$ cat config.mk
export PLATFORM = sky130hd
export DESIGN_NAME = fraction_adder_lcm
export DESIGN_NICKNAME = d
export VERILOG_FILES = /design/src/design/fal_pkg.sv /design/src/design/fraction_adder_lcm.sv /design/src/design/fal_div.sv
export SDC_FILE = /design/constraint.sdc
export NUM_CORES = 1
export LEC_CHECK = 0
export BUFFER_PORTS_ARGS = -buffer_cell sky130_fd_sc_hd__buf_2
export CAP_MARGIN = 10
export CORE_MARGIN = 2
export CORE_UTILIZATION = 57
export DETAILED_ROUTE_END_ITERATION = 12
export GPL_TIMING_DRIVEN = 0
export HOLD_SLACK_MARGIN = 0.1
export PLACE_DENSITY = 0.85
export SYNTH_ARGS = -nofsm -noshare
export SYNTH_HDL_FRONTEND = slang
export SYNTH_SLANG_ARGS = --single-unit
$ cat constraint.sdc
create_clock -name clk_i -period 7.35 [get_ports clk_i]
set_input_delay 0.735 -clock clk_i [delete_from_list [all_inputs] [get_ports clk_i]]
set_output_delay 0.735 -clock clk_i [all_outputs]
set_load 0.02 [all_outputs]
$ cat src/design/fal_pkg.sv
`default_nettype none

package fal_pkg;

  // Field widths
  localparam int unsigned NUM_W = 16;
  localparam int unsigned DEN_W = 15;
  localparam int unsigned SUM_W = 32;
  localparam int unsigned LCM_W = 30;

  // Shared multiplier operand widths: signed numerator by zero-extended factor
  localparam int unsigned MUL_A_W = NUM_W + 1;
  localparam int unsigned MUL_B_W = DEN_W + 1;
  localparam int unsigned MUL_P_W = MUL_A_W + MUL_B_W;

  // Remainder unit step counter
  localparam int unsigned DIV_CNT_W = $clog2(DEN_W);

  typedef enum logic [3:0] {
    S_IDLE,
    S_GCD_GO,
    S_GCD_WAIT,
    S_FA_GO,
    S_FA_WAIT,
    S_FB_GO,
    S_FB_WAIT,
    S_MUL_L,
    S_MUL_A,
    S_MUL_B,
    S_DONE
  } state_e;

  typedef struct packed {
    logic start;
  } div_ctrl_t;

  typedef struct packed {
    logic busy;
    logic done;
  } div_stat_t;

endpackage

`default_nettype wire

$ cat src/design/fraction_adder_lcm.sv
`default_nettype none

// Channel  Direction  Handshake              Payload
// in       input      in_valid_i/in_stall_o  num_a_i, den_a_i, num_b_i, den_b_i
// out      output     out_valid_o/out_stall_i sum_num_o, sum_den_o, den_error_o
//
// One item at a time. Each 15-bit remainder is a serial pass on the shared divider;
// the Euclid loop runs k remainder steps, k being 1 to 22. A zero denominator
// skips the divider and multiplier and goes straight to the done state.
// Reset clears the sequencer and the output valid; no clearing pass.
// in_stall_o is high while an item is in progress; a stalled result is held in
// the output register and the next item may be taken meanwhile.
module fraction_adder_lcm (
  input  wire logic                              clk_i,
  input  wire logic                              rst_ni,
  input  wire logic                              in_valid_i,
  output logic                                   in_stall_o,
  input  wire logic signed [fal_pkg::NUM_W-1:0]  num_a_i,
  input  wire logic        [fal_pkg::DEN_W-1:0]  den_a_i,
  input  wire logic signed [fal_pkg::NUM_W-1:0]  num_b_i,
  input  wire logic        [fal_pkg::DEN_W-1:0]  den_b_i,
  output logic                                   out_valid_o,
  input  wire logic                              out_stall_i,
  output logic signed [fal_pkg::SUM_W-1:0]       sum_num_o,
  output logic        [fal_pkg::LCM_W-1:0]       sum_den_o,
  output logic                                   den_error_o
);

  fal_pkg::state_e state_q, state_d;

  logic signed [fal_pkg::NUM_W-1:0] na_q, nb_q;
  logic [fal_pkg::DEN_W-1:0]        da_q, db_q;
  logic [fal_pkg::DEN_W-1:0]        x_q, y_q;
  logic [fal_pkg::DEN_W-1:0]        fa_q, fb_q;
  logic                             err_q;
  logic signed [fal_pkg::SUM_W-1:0] prod_q, acc_q;
  logic [fal_pkg::LCM_W-1:0]        lcm_q;

  logic                             out_valid_q;
  logic signed [fal_pkg::SUM_W-1:0] out_num_q;
  logic [fal_pkg::LCM_W-1:0]        out_den_q;
  logic                             out_err_q;

  logic                             in_xfer;
  logic                             den_zero;
  logic                             out_free;
  logic                             out_load;

  fal_pkg::div_ctrl_t               div_ctrl;
  fal_pkg::div_stat_t               div_stat;
  logic [fal_pkg::DEN_W-1:0]        div_dvd, div_dsr;
  logic [fal_pkg::DEN_W-1:0]        div_quot, div_rem;

  logic signed [fal_pkg::MUL_A_W-1:0] mul_a;
  logic signed [fal_pkg::MUL_B_W-1:0] mul_b;
  logic signed [fal_pkg::MUL_P_W-1:0] mul_p;

  assign in_xfer  = in_valid_i && !in_stall_o;
  assign den_zero = (den_a_i == '0) || (den_b_i == '0);
  assign out_free = !out_valid_q || !out_stall_i;

  // Next state
  always_comb begin
    state_d = state_q;
    unique case (state_q)
      fal_pkg::S_IDLE: begin
        if (in_valid_i) state_d = den_zero ? fal_pkg::S_DONE : fal_pkg::S_GCD_GO;
      end
      fal_pkg::S_GCD_GO:   state_d = fal_pkg::S_GCD_WAIT;
      fal_pkg::S_GCD_WAIT: begin
        if (div_stat.done) state_d = (div_rem == '0) ? fal_pkg::S_FA_GO : fal_pkg::S_GCD_GO;
      end
      fal_pkg::S_FA_GO:    state_d = fal_pkg::S_FA_WAIT;
      fal_pkg::S_FA_WAIT: begin
        if (div_stat.done) state_d = fal_pkg::S_FB_GO;
      end
      fal_pkg::S_FB_GO:    state_d = fal_pkg::S_FB_WAIT;
      fal_pkg::S_FB_WAIT: begin
        if (div_stat.done) state_d = fal_pkg::S_MUL_L;
      end
      fal_pkg::S_MUL_L:    state_d = fal_pkg::S_MUL_A;
      fal_pkg::S_MUL_A:    state_d = fal_pkg::S_MUL_B;
      fal_pkg::S_MUL_B:    state_d = fal_pkg::S_DONE;
      fal_pkg::S_DONE: begin
        if (out_free) state_d = fal_pkg::S_IDLE;
      end
      default:             state_d = fal_pkg::S_IDLE;
    endcase
  end

  // Sequencer outputs: handshake, divider start and operand select
  always_comb begin
    in_stall_o     = 1'b1;
    div_ctrl.start = 1'b0;
    div_dvd        = x_q;
    div_dsr        = y_q;
    out_load       = 1'b0;
    unique case (state_q)
      fal_pkg::S_IDLE:   in_stall_o = 1'b0;
      fal_pkg::S_GCD_GO: div_ctrl.start = 1'b1;
      fal_pkg::S_FA_GO: begin
        div_ctrl.start = 1'b1;
        div_dvd        = db_q;
        div_dsr        = x_q;
      end
      fal_pkg::S_FB_GO: begin
        div_ctrl.start = 1'b1;
        div_dvd        = da_q;
        div_dsr        = x_q;
      end
      fal_pkg::S_DONE:   out_load = out_free;
      default: ;
    endcase
  end

  // Shared multiplier operand select
  always_comb begin
    case (state_q)
      fal_pkg::S_MUL_A: begin
        mul_a = fal_pkg::MUL_A_W'(na_q);
        mul_b = $signed({1'b0, fa_q});
      end
      fal_pkg::S_MUL_B: begin
        mul_a = fal_pkg::MUL_A_W'(nb_q);
        mul_b = $signed({1'b0, fb_q});
      end
      default: begin
        mul_a = $signed({2'b00, da_q});
        mul_b = $signed({1'b0, fa_q});
      end
    endcase
    mul_p = mul_a * mul_b;
  end

  fal_div u_div (
    .clk_i      (clk_i),
    .rst_ni     (rst_ni),
    .ctrl_i     (div_ctrl),
    .dividend_i (div_dvd),
    .divisor_i  (div_dsr),
    .stat_o     (div_stat),
    .quot_o     (div_quot),
    .rem_o      (div_rem)
  );

  // Control registers
  always_ff @(posedge clk_i or negedge rst_ni) begin
    if (!rst_ni) begin
      state_q     <= fal_pkg::S_IDLE;
      out_valid_q <= 1'b0;
    end else begin
      state_q <= state_d;
      if (out_load) begin
        out_valid_q <= 1'b1;
      end else if (!out_stall_i) begin
        out_valid_q <= 1'b0;
      end
    end
  end

  // Datapath registers
  always_ff @(posedge clk_i) begin
    if (in_xfer) begin
      na_q  <= num_a_i;
      nb_q  <= num_b_i;
      da_q  <= den_a_i;
      db_q  <= den_b_i;
      x_q   <= den_a_i;
      y_q   <= den_b_i;
      err_q <= den_zero;
    end
    // Advance Euclid: x takes y, y takes the remainder
    if (state_q == fal_pkg::S_GCD_WAIT && div_stat.done) begin
      x_q <= y_q;
      y_q <= div_rem;
    end
    if (state_q == fal_pkg::S_FA_WAIT && div_stat.done) fa_q <= div_quot;
    if (state_q == fal_pkg::S_FB_WAIT && div_stat.done) fb_q <= div_quot;
    if (state_q == fal_pkg::S_MUL_L || state_q == fal_pkg::S_MUL_A ||
        state_q == fal_pkg::S_MUL_B) begin
      prod_q <= mul_p[fal_pkg::SUM_W-1:0];
    end
    if (state_q == fal_pkg::S_MUL_A) lcm_q <= prod_q[fal_pkg::LCM_W-1:0];
    if (state_q == fal_pkg::S_MUL_B) acc_q <= prod_q;
    // Load the result register; drop to zero on a denominator error
    if (out_load) begin
      out_num_q <= err_q ? '0 : acc_q + prod_q;
      out_den_q <= err_q ? '0 : lcm_q;
      out_err_q <= err_q;
    end
  end

  assign out_valid_o = out_valid_q;
  assign sum_num_o   = out_num_q;
  assign sum_den_o   = out_den_q;
  assign den_error_o = out_err_q;

  // Divider is only started when idle
  assert property (@(posedge clk_i) disable iff (!rst_ni)
    div_ctrl.start |-> !div_stat.busy)
    else $error("divider started while busy");

  // A good item goes straight into the Euclid loop
  assert property (@(posedge clk_i) disable iff (!rst_ni)
    (in_xfer && !den_zero) |=> state_q == fal_pkg::S_GCD_GO)
    else $error("accepted item did not start the gcd loop");

  // Error results carry zero fields
  assert property (@(posedge clk_i) disable iff (!rst_ni)
    (out_valid_o && den_error_o) |-> (sum_num_o == '0 && sum_den_o == '0))
    else $error("error result with nonzero fields");

  // Valid results have a nonzero common denominator
  assert property (@(posedge clk_i) disable iff (!rst_ni)
    (out_valid_o && !den_error_o) |-> sum_den_o != '0)
    else $error("zero lcm on valid result");

endmodule

`default_nettype wire

$ cat src/design/fal_div.sv
`default_nettype none

// Bit-serial restoring divider: one quotient bit per cycle.
module fal_div (
  input  wire logic                         clk_i,
  input  wire logic                         rst_ni,
  input  wire fal_pkg::div_ctrl_t           ctrl_i,
  input  wire logic [fal_pkg::DEN_W-1:0]    dividend_i,
  input  wire logic [fal_pkg::DEN_W-1:0]    divisor_i,
  output fal_pkg::div_stat_t                stat_o,
  output logic [fal_pkg::DEN_W-1:0]         quot_o,
  output logic [fal_pkg::DEN_W-1:0]         rem_o
);

  logic                          busy_q, busy_d;
  logic                          done_q, done_d;
  logic [fal_pkg::DIV_CNT_W-1:0] cnt_q, cnt_d;
  logic [fal_pkg::DEN_W-1:0]     rem_q, rem_d;
  logic [fal_pkg::DEN_W-1:0]     quo_q, quo_d;
  logic [fal_pkg::DEN_W-1:0]     dsr_q, dsr_d;
  logic [fal_pkg::DEN_W:0]       trial;
  logic [fal_pkg::DEN_W:0]       diff;
  logic                          ge;

  // Shift in the next dividend bit and trial-subtract the divisor
  always_comb begin
    trial = {rem_q, quo_q[fal_pkg::DEN_W-1]};
    diff  = trial - {1'b0, dsr_q};
    ge    = (trial >= {1'b0, dsr_q});
  end

  always_comb begin
    busy_d = busy_q;
    done_d = 1'b0;
    cnt_d  = cnt_q;
    rem_d  = rem_q;
    quo_d  = quo_q;
    dsr_d  = dsr_q;
    if (ctrl_i.start) begin
      busy_d = 1'b1;
      cnt_d  = '0;
      rem_d  = '0;
      quo_d  = dividend_i;
      dsr_d  = divisor_i;
    end else if (busy_q) begin
      rem_d = ge ? diff[fal_pkg::DEN_W-1:0] : trial[fal_pkg::DEN_W-1:0];
      quo_d = {quo_q[fal_pkg::DEN_W-2:0], ge};
      cnt_d = cnt_q + 1'b1;
      if (cnt_q == fal_pkg::DIV_CNT_W'(fal_pkg::DEN_W - 1)) begin
        busy_d = 1'b0;
        done_d = 1'b1;
      end
    end
  end

  // Hold control state under reset
  always_ff @(posedge clk_i or negedge rst_ni) begin
    if (!rst_ni) begin
      busy_q <= 1'b0;
      done_q <= 1'b0;
      cnt_q  <= '0;
    end else begin
      busy_q <= busy_d;
      done_q <= done_d;
      cnt_q  <= cnt_d;
    end
  end

  always_ff @(posedge clk_i) begin
    rem_q <= rem_d;
    quo_q <= quo_d;
    dsr_q <= dsr_d;
  end

  assign stat_o.busy = busy_q;
  assign stat_o.done = done_q;
  assign quot_o      = quo_q;
  assign rem_o       = rem_q;

endmodule

`default_nettype wire
; Word-level counts from Yosys, hierarchy flattened
; Index checks and enable logic that the tools add are counted.
; Widths: inputs -> output; s select.
[op_classes]
n_addsub = 3
n_mul = 1
div_mod_pow = 0
magnitude_cmp = 1
n_eq_ne = 17
shift = 0
n_mux = 32
n_bitwise = 0
reduce_logical = 19
[op_table]
columns = operator, count
row1 = $mux 15, 9
row2 = $logic_not 15->1, 3
row3 = $pmux 4 s11, 1
row4 = $pmux 17 s2, 1
row5 = $add 32x32->32, 1
row6 = $mul 17x16->32, 1
row7 = $mux 4, 8
row8 = $pmux 15 s2, 1
row9 = $eq 4x3->1 const B, 4
row10 = $eq 4x4->1 const B, 4
row11 = $ge 16x15->1, 1
row12 = $sub 15x15->15, 1
row13 = $mux 1, 11
row14 = $eq 4x2->1 const B, 2
row15 = $ne 2x1->1 const B, 4
row16 = $reduce_and 5->1, 1
row17 = $add 4x1->4 const B, 1
row18 = $eq 4x1->1 const B, 1
row19 = $logic_and 1x1->1, 4
row20 = $logic_not 4->1, 1
row21 = $logic_or 1x1->1, 4
row22 = $ne 2x2->1 const B, 2
row23 = $reduce_bool 2->1, 2
row24 = $reduce_or 3->1, 1
row25 = other kinds (3), 4
[totals]
regBits = 336
latchBits = 0
ram_bits = 0
rom_bits = 0
inputBits = 66
output_inout_bits = 65
word_cells = 96
mem_count = 0

; Depth between registers and ports, before layout
[depth]
word_depth = 5
ltp_mapped = 29
mapped_depth_nobuf = 28

; By module
; From an unflattened synthesis, not the netlist that was laid out.
[unflattened]
hier_cells = 2163
area_unflattened_um2 = 24322.1
[by_module_without_submodules]
columns = module, instances, cells_per_inst, area_per_inst_um2, seq_area_each_um2
row1 = fraction_adder_lcm, 1, 1884, 21413.0, 8533.2
row2 = fal_div, 1, 279, 2909.0, 1351.3

; Least setup slack after synthesis
; No wires, ideal clock.
[synth_timing]
path_type = reg2reg
startpoint = register state_q[1]
endpoint = register prod_q[30] in the netlist's numbering (data pin)
setup_ns = 0.135
arrival_time_ns = 7.240
required_ns = 7.215
path_slack_ns = -0.025
path_stages_with_launch = 27
n_path_buf = 1
period_less_slack_ns = 7.375
path_cell_list = dfrtp_1 > nor2_1 > nand2_1 > nor2_1 > buf_2 > mux2i_1 > nor2_1 > fa_1 > inv_1 > fa_1 > inv_1 > fa_1 > fa_1 > fa_1 > inv_1 > fa_1 > inv_1 > ha_1 > a21oi_1 > o21ai_0 > a221oi_2 > o21ai_1 > a41o_1 > a21oi_2 > a21oi_2 > or4_1 > nand3_1
[synth_between]
elab_chain_cells = 3
elab_cells_between_ends = 5
classes_between = mul (1) / eq/ne (2) / mux (2)
[synth_lines]
columns = item, line_no
row1 = "start, declared", fraction_adder_lcm.sv:29  ; fal_pkg::state_e state_q, state_d;
row2 = "start signal, assigned", fraction_adder_lcm.sv:149  ; state_q <= fal_pkg::S_IDLE;
row3 = "start signal, assigned", fraction_adder_lcm.sv:152  ; state_q <= state_d;
row4 = $eq 4x4->1, fraction_adder_lcm.sv:118  ; case (state_q)
row5 = $pmux 17 s2 or $mux 15 (tied branches), fraction_adder_lcm.sv:118
row6 = $mul 17x16->32 (*), fraction_adder_lcm.sv:132  ; mul_p = mul_a * mul_b;
row7 = net mul_p (one bit), fraction_adder_lcm.sv:56  ; logic signed [fal_pkg::MUL_P_W-1:0] mul_p;
row8 = "end signal, assigned", fraction_adder_lcm.sv:181  ; prod_q <= mul_p[fal_pkg::SUM_W-1:0];
row9 = "end, declared", fraction_adder_lcm.sv:36  ; logic signed [fal_pkg::SUM_W-1:0] prod_q, acc_q;
; Mark *: on every way through the listed nets, which the timed path passes. The rest lies on a longest branch.
; A chain may end at the register's enable or synchronous reset.

; Final worst setup path
[layout_timing]
startpoint = register state_q[0]
endpoint = register prod_q[31] in the netlist's numbering (data pin)
; The elaborated chain is that of the path after synthesis.

==> results.sh <==
export IMPL_status="finished clean"
export IMPL_synth_most_common_cell="edfxtp_1"
export IMPL_grt_pass1_wl_um=91100
export IMPL_fp_dieArea_um2=43400
export IMPL_coreArea_um2=41000
export IMPL_clk_latency_ps=550
export IMPL_clock_sinks=336
export IMPL_die_height_um=208
export IMPL_setup_viol=0
export IMPL_clk_pin_slew_ps=70
export IMPL_postSynthCellCount=2087
export IMPL_multiInputGateArea_um2=13100
export IMPL_overflow=0
export IMPL_min_period_over_period=0.978
export IMPL_cts_made_buffers=37
export IMPL_synth_nets=2531
export IMPL_seq_area_frac_synth=0.416
export IMPL_maxSlewViolCount=0
export IMPL_track_usage=0.269
export IMPL_place_congestion=0.936
export IMPL_rows=74
export IMPL_synth_edf_count=310
export IMPL_remaining_drc_errors=0
export IMPL_worst_setup_path_end_kind="flop"
export IMPL_dr_pass1_iters=5
export IMPL_synth_distinct_cells=71
export IMPL_synth_area_leaders="edfxtp_1 39%, fa_1 21%, ha_1 6.8%, inv_1 4.9%, nor2_1 3.8%"
export IMPL_place_port_buffers=130
export IMPL_vias=16778
export IMPL_synth_top_area_frac=0.391
export IMPL_synth_area_um2=23800
export IMPL_n_antenna_cell=0
export IMPL_ioPinCount=131
export IMPL_synthArstFlopShare=0.0327
export IMPL_finalSetupTns_ps=0
export IMPL_fp_dieW_um=208
export IMPL_drive_gt1_frac=0.185
export IMPL_cts_tree="done"
export IMPL_wl_per_cell_um=20.3
export IMPL_cap_violations=0
export IMPL_grt_max_degree=48
export IMPL_start_util=0.580
export IMPL_ys_ff_latch=336
export IMPL_ant_nets=0
export IMPL_seq_area_um2=9890
export IMPL_worst_slew_pin_slew_ps=1170
export IMPL_yosys_area_top_type="edfxtp_1"
export IMPL_crit_type="flop to flop"
export IMPL_fmax_ghz=0.139
export IMPL_critPathLaunchType="flop"
export IMPL_ys_warnings_count=0
export IMPL_viasPerCell=5.85
export IMPL_hold_path_class="primary input to flop"
export IMPL_routed_wl_um=58100
export IMPL_grt_pass1_vias=17402
export IMPL_slew_headroom=0.200
export IMPL_hpwl_um=43600
export IMPL_period_minus_slack_ps=7190
export IMPL_cts_htree_levels=2
export IMPL_cts_buffer_depth=3
export IMPL_synth_common_cells="310 x edfxtp_1, 308 x inv_1, 248 x fa_1"
export IMPL_required_ps=7630
export IMPL_cts_root_buffer="clkbuf_16"
export IMPL_fill_cells=2882
export IMPL_areaGrowthSynthToFinish_pct=16.1
export IMPL_postSynthAreaPerCell_um2=11.4
export IMPL_crit_path_max_fanout=10
export IMPL_drt_iter0_markers=1506
export IMPL_skew_ps=23.7
export IMPL_worstPathArrival_ps=7460
export IMPL_antenna_found_initial=0
export IMPL_ys_flop_type="edfxtp_1"
export IMPL_fin_util=0.673
export IMPL_hold_viol_final=0
export IMPL_final_nets=2757
-- metrics by stage --
| step | cells | area, um2 | hold slack (ps) | worst slack, ps |
|---|---|---|---|---|
| floorplan | 2087 | 23800 | 433 | 19.1 |
| global placement | 2749 | 25100 | 458 | -1720 |
| detailed placement | 2756 | 25300 | 464 | -1890 |
| CTS | 2824 | 27000 | 349 | 5.04 |
| global route | 2868 | 27600 | 350 | -25.2 |
| finish | 2868 | 27600 | 367 | 164 |
-- flip-flops by register name (all words and copies together), names as in the netlist, 4 cells and up --
| name | flops |
|---|---|
| acc_q | 32 |
| da_q | 15 |
| db_q | 15 |
| fa_q | 15 |
| fb_q | 15 |
| lcm_q | 30 |
| na_q | 16 |
| nb_q | 16 |
| prod_q | 32 |
| state_q | 4 |
| sum_den_o | 30 |
| sum_num_o | 32 |
| u_div.cnt_q | 4 |
| u_div.dsr_q | 15 |
| u_div.quot_o | 15 |
| u_div.rem_o | 15 |
| x_q | 15 |
| y_q | 15 |
-- routing by layer --
metal,share of wire,GRT usage,routed length [um]
met4,0.042,0.122,2440
met2,0.51,0.477,29500
met1,0.38,0.323,22000
met5,0,0,0
met3,0.071,0.0448,4150
-- cells in the final DEF, fill, tap and decap left out, types with 14 or more instances in the layout --
master | netlist | routed
clkbuf_1 | 47 | 33
clkbuf_16 | 0 | 41
xor2_1 | 23 | 23
nand2b_1 | 14 | 14
a31oi_1 | 21 | 21
a211oi_1 | 15 | 14
nor2b_1 | 48 | 48
a21oi_1 | 72 | 55
nand3_1 | 16 | 15
buf_2 | 7 | 135
xnor2_1 | 41 | 40
buf_4 | 1 | 50
dfxtp_1 | 15 | 15
nand2_1 | 176 | 172
a21o_1 | 34 | 22
mux2i_1 | 37 | 19
ha_1 | 130 | 123
a22oi_1 | 16 | 16
edfxtp_1 | 310 | 310
mux2_2 | 53 | 52
nor2_1 | 238 | 230
inv_1 | 308 | 305
fa_1 | 248 | 244
nor3_1 | 25 | 24
o21ai_0 | 46 | 43
-- worst paths after layout --
| path | start | endpoint | slack [ps] | cells after the start |
|---|---|---|---|---|
| setup reg to reg | state_q[0] | prod_q[31] | 160 | 24 |
| max in group asynchronous | rst_ni | state_q[2] | 6510 | 2 |
| hold reg to reg | u_div.quot_o[6] | fb_q[6] | 480 | 0 |
| min in group asynchronous | rst_ni | out_valid_o | 600 | 2 |
| setup / recovery | state_q[0] | prod_q[31] | 160 | 24 |
| hold / removal | num_b_i[10] | nb_q[10] | 370 | 1 |
-- area by class of cell --
cell class              count  area share
flip-flops and latches    336       0.358
well taps                 532      0.0241
repair buffers            191      0.0467
plain buffers              54      0.0124
inverters                 308      0.0421
clock buffers              49      0.0374
clock inverters            13     0.00453
multi-input cells        1385       0.475
-- logic make-up (layout without fill, tap and decap cells) --
logic type      after synthesis  count (layout)  synth area share
compound gates              276             277            0.0772
mux                          93              93            0.0421
simple gates                573             573             0.105
flops                       336             336             0.416
fa+ha+maj                   378             378             0.277
buf+inv                     367             615            0.0588
xor+xnor                     64              64            0.0236
-- what timing repair did --
action                                  in CTS  in global routing
endpoints found under the hold margin       11                  0
endpoints found under the setup margin      21                  8
setup buffers                                9                 40
pin swaps                                    6                 24
hold buffers                                 1                  0
cloned                                       0                  3
gates resized for setup                    127                 60
-- worst max-delay path: stages (launching register included) --
cell,delay (ps)
dfrtp_2,450
buf_4,300
mux2i_1,520
a21o_4,260
nor2_1,80
fa_1,540
inv_1,60
fa_1,520
inv_1,50
fa_1,500
fa_1,540
fa_1,500
inv_1,50
fa_1,470
inv_1,40
ha_2,310
a21oi_2,170
nor2_1,70
a211oi_2,290
o211ai_4,170
a221oi_4,330
o211ai_1,160
a31o_1,260
a21oi_2,170
xnor2_2,90
Power is left out: the tool's default activity adds up to more than one toggle a clock period on the data nets, which glitch-free logic cannot reach.
